[config.mk]
export PLATFORM = sky130hd
export DESIGN_NAME = bw_mul
export DESIGN_NICKNAME = d
export VERILOG_FILES = /design/src/rtl/bw_pkg.sv /design/src/rtl/bw_mul.sv
export SDC_FILE = /design/constraint.sdc
export NUM_CORES = 2
export LEC_CHECK = 0
export ABC_AREA = 1
export CAP_MARGIN = 15
export CORE_MARGIN = 1.5
export CORE_UTILIZATION = 40
export CTS_CLUSTER_SIZE = 20
export DETAILED_ROUTE_END_ITERATION = 10
export DONT_BUFFER_PORTS = 1
export SKIP_CTS_REPAIR_TIMING = 1
export SLEW_MARGIN = 20
export SYNTH_ARGS = -nofsm -noshare
export SYNTH_HDL_FRONTEND = slang
export SYNTH_SLANG_ARGS = --single-unit
[constraint.sdc]
create_clock -name clk -period 8.6 [get_ports clk]
set_input_delay 0.86 -clock clk [delete_from_list [all_inputs] [get_ports clk]]
set_output_delay 0.86 -clock clk [all_outputs]
set_load 0.03 [all_outputs]
[src/rtl/bw_pkg.sv]
// ---------------------------------------------------------------------------
// bw_pkg: shared types and widths for the barycentric weight pipeline
// Holds the payload structs, the internal word widths and the default
// fraction width of the weights.
// ---------------------------------------------------------------------------
`default_nettype none

package bw_pkg;

  localparam int COORD_W   = 16;
  localparam int DIFF_W    = COORD_W + 1;
  localparam int PP_W      = 2 * DIFF_W;
  localparam int DOT_W     = PP_W + 2;
  localparam int HALF_W    = DOT_W / 2;
  localparam int PROD_W    = 2 * DOT_W;
  localparam int NUM_W     = PROD_W + 1;
  localparam int MAG_W     = PROD_W;
  localparam int WEIGHT_W  = 32;

  localparam int WEIGHT_FRAC_BITS_DEF = 16;

  typedef logic signed [DIFF_W-1:0] diff_t;
  typedef logic signed [PP_W-1:0]   pp_t;
  typedef logic signed [DOT_W-1:0]  dot_t;
  typedef logic signed [PROD_W-1:0] prod_t;

  typedef struct packed {
    logic signed [COORD_W-1:0] a_x;
    logic signed [COORD_W-1:0] a_y;
    logic signed [COORD_W-1:0] a_z;
    logic signed [COORD_W-1:0] b_x;
    logic signed [COORD_W-1:0] b_y;
    logic signed [COORD_W-1:0] b_z;
    logic signed [COORD_W-1:0] c_x;
    logic signed [COORD_W-1:0] c_y;
    logic signed [COORD_W-1:0] c_z;
    logic signed [COORD_W-1:0] p_x;
    logic signed [COORD_W-1:0] p_y;
    logic signed [COORD_W-1:0] p_z;
  } bw_in_t;

  typedef struct packed {
    logic signed [WEIGHT_W-1:0] weight_u;
    logic signed [WEIGHT_W-1:0] weight_v;
    logic signed [WEIGHT_W-1:0] weight_w;
    logic                       degenerate;
    logic                       saturated;
  } bw_out_t;

  typedef struct packed {
    dot_t d00;
    dot_t d01;
    dot_t d11;
    dot_t d20;
    dot_t d21;
  } bw_dots_t;

  // side flags that ride along with the divider stages
  typedef struct packed {
    logic neg_v;
    logic neg_w;
    logic degen;
  } bw_tag_t;

endpackage

`default_nettype wire

[src/rtl/bw_mul.sv]
// ---------------------------------------------------------------------------
// bw_mul: two-stage signed dot x dot multiplier
// Splits each operand into a signed high half and an unsigned low half,
// registers the four partial products and sums them in the next stage.
// ---------------------------------------------------------------------------
`default_nettype none

module bw_mul import bw_pkg::*; (
  input  logic  clk,
  input  logic  en,
  input  dot_t  a,
  input  dot_t  b,
  output prod_t p
);

  localparam int HI_W = DOT_W - HALF_W;

  logic signed [2*HI_W-1:0]      pp_hh;
  logic signed [HI_W+HALF_W:0]   pp_hl;
  logic signed [HI_W+HALF_W:0]   pp_lh;
  logic        [2*HALF_W-1:0]    pp_ll;

  always_ff @(posedge clk) begin
    if (en) begin
      pp_hh <= (2*HI_W)'($signed(a[DOT_W-1:HALF_W])) * (2*HI_W)'($signed(b[DOT_W-1:HALF_W]));
      pp_hl <= (HI_W+HALF_W+1)'($signed(a[DOT_W-1:HALF_W]))
             * (HI_W+HALF_W+1)'($signed({1'b0, b[HALF_W-1:0]}));
      pp_lh <= (HI_W+HALF_W+1)'($signed(b[DOT_W-1:HALF_W]))
             * (HI_W+HALF_W+1)'($signed({1'b0, a[HALF_W-1:0]}));
      pp_ll <= (2*HALF_W)'(a[HALF_W-1:0]) * (2*HALF_W)'(b[HALF_W-1:0]);
      p     <= (PROD_W'(pp_hh) <<< (2*HALF_W))
             + (PROD_W'(pp_hl) <<< HALF_W)
             + (PROD_W'(pp_lh) <<< HALF_W)
             + $signed(PROD_W'(pp_ll));
    end
  end

endmodule

`default_nettype wire

==> results_dict.tcl <==
set metrics [dict create \
    ys.flop_type "edfxtp_1" \
    clk_pin_slew_worst_paths_ps 60 \
    slew_viol_final 0 \
    viasPerCell 4.83 \
    drt_iter0_drc 3025 \
    rsz0062_at_grt "no" \
    yosysWarningCount 0 \
    antenna_found_initial 3 \
    start_kind "primary input" \
    critPathKind "primary input to flip-flop" \
    yosysTopAreaCellShare 0.397 \
    syn_nets 9733 \
    ios 146 \
    syn_inst 7931 \
    cts_tree "yes" \
    core_um2 153000 \
    rows 143 \
    syn_avg_cell_area_um2 7.78 \
    start_util 0.404 \
    synth.cell_area_um2 61700 \
    post-synth-top-count-cell "inv_1" \
    dieHeight_um 396 \
    finalSetupViolCount 0 \
    cts.sinks 218 \
    synth_top_cell_by_area "fa_1" \
    async_flop_share 0 \
    ys_seq_elements 218 \
    h-tree-depth 1 \
    worst_pin_slew_ps 788 \
    worst_hold_slack_ps 375 \
    synth-seq-area-share 0.106 \
    fin_tns_setup_ps 0 \
    path_max_fanout 36 \
    dp_hpwl_um 143000 \
    hold_class "primary input to flip-flop" \
    final_util 0.420 \
    cap_viol_max_count 0 \
    min_period_ps 6090 \
    nets 9481 \
    cts_buffers 27 \
    fin_crit_sh 0.708 \
    yosys-top-cells-count "2465 x inv_1, 2159 x nand2_1, 1224 x fa_1" \
    areaGrowthSynthToFinish_pct 3.89 \
    cts-root-buf "clkbuf_16" \
    totalWireLength_um 177000 \
    track_usage 0.232 \
    arrival_ps 6420 \
    grt_first_pass_wirelength_um 284000 \
    clock_latency_ps 610 \
    wire_per_inst_um 18.2 \
    synth_area_leaders "fa_1 40%, inv_1 15%, nand2_1 13%" \
    vias 47000 \
    slew_headroom 0.474 \
    die_width_um 396 \
    cp_data_required_time_ps 8940 \
    gp_congestion 0.927 \
    clock_path_buffers 3 \
    end_kind "flip-flop" \
    first_pass_iters 6 \
    status "finished, final reports clean" \
    max_freq_mhz 164 \
    grt_max_degree 219 \
    clock_skew_ps 23.2 \
    io_buffer_count 0 \
    synth_edf_count 218 \
    drcViolationCount 0 \
    finalHoldViolCount 0 \
    layout-drive-gt1-share 0.0158 \
    grt_pass1_vias 50700 \
    num_antenna_cells 0 \
    dieArea_um2 157000 \
    ant_nets 0 \
    grt_overflow 0 \
    synth_cell_types 40 \
]
==> sequential cells by signal, indices dropped and copies added, names as in the netlist <==
signal,flops
pp_hh,36
pp_hl,37
pp_ll,36
pp_lh,37
p,72
==> layout make-up <==
type	count	area, µm²
multi-input cells	4960	44800
inverters	2468	9260
well taps	2030	2540
clock buffers	27	676
clock inverters	22	225
fillers	15700	88500
repair buffers	4	30.0
flip-flops and latches	218	6550
==> worst paths after layout <==
path / startpoint / to / slack, ps / cells after the start
max: b[0] / pp_ll[33] / 2510 / 23
min: en / p[13] / 380 / 0
max reg2reg: pp_ll[19] / p[63] / 4960 / 14
min reg2reg: pp_ll[1] / p[1] / 420 / 0
==> metal layers <==
metal / GRT usage / share of wire
met1: 0.318 / 0.45
met2: 0.390 / 0.47
met3: 0.0297 / 0.058
met4: 0.0523 / 0.023
met5: 0 / 0.00019
==> stage by stage <==
step | area, µm² | std cells | worst slack [ps]
finish | 64100 | 9729 | 2510
global route | 64100 | 9729 | 2150
CTS | 64100 | 9729 | 2580
detailed placement | 63200 | 9680 | 1950
global placement | 63200 | 9680 | 1930
floorplan | 61700 | 7931 | 2260
==> logic make-up after synthesis <==
kind of cell / count (synthesis) / share of synthesized area
AND/OR/NAND/NOR: 2800 / 0.181
buffers and inverters: 2753 / 0.168
XOR/XNOR: 125 / 0.0177
adder cells (fa/ha/maj): 1728 / 0.499
flip-flops: 218 / 0.106
AO/OA/AOI/OAI: 307 / 0.0277
==> critical path, stage by stage <==
cell,delay (ps)
nand2_1,90
inv_1,100
fa_1,600
inv_1,140
fa_1,530
inv_1,60
ha_1,500
inv_1,260
fa_1,540
inv_1,60
fa_1,530
inv_1,50
fa_1,520
inv_1,50
ha_1,350
a21oi_1,330
o21ai_0,200
a21oi_1,250
nor2_1,70
nor2_1,120
nand2_1,60
nand2_1,50
nand2_1,80
==> cell usage in the layout (no fill, tap or decap), types with 4 or more instances in the layout <==
master and count:
a21boi_0 13, a31oi_1 4, edfxtp_1 218, inv_8 4, nor3_1 25, o21a_1 6, nor2_1 311, nand3_2 7
xor2_1 99, nor2_2 14, o21ai_0 80, buf_4 4, and2_1 5, clkbuf_16 27, nor4_1 4, or2_2 18
ha_1 504, nor3_2 9, nand2_1 2159, a21oi_1 154, inv_1 2465, inv_6 4, fa_1 1224, o21bai_1 26
nand2_2 12, xnor2_1 26, a21o_1 14, nand3_1 167, and3_1 7, clkinvlp_4 4, nand3b_1 11, nand4_1 43
Power is not shown: default switching activity piles up to over one toggle a cycle in this logic, so the estimate is an artifact.
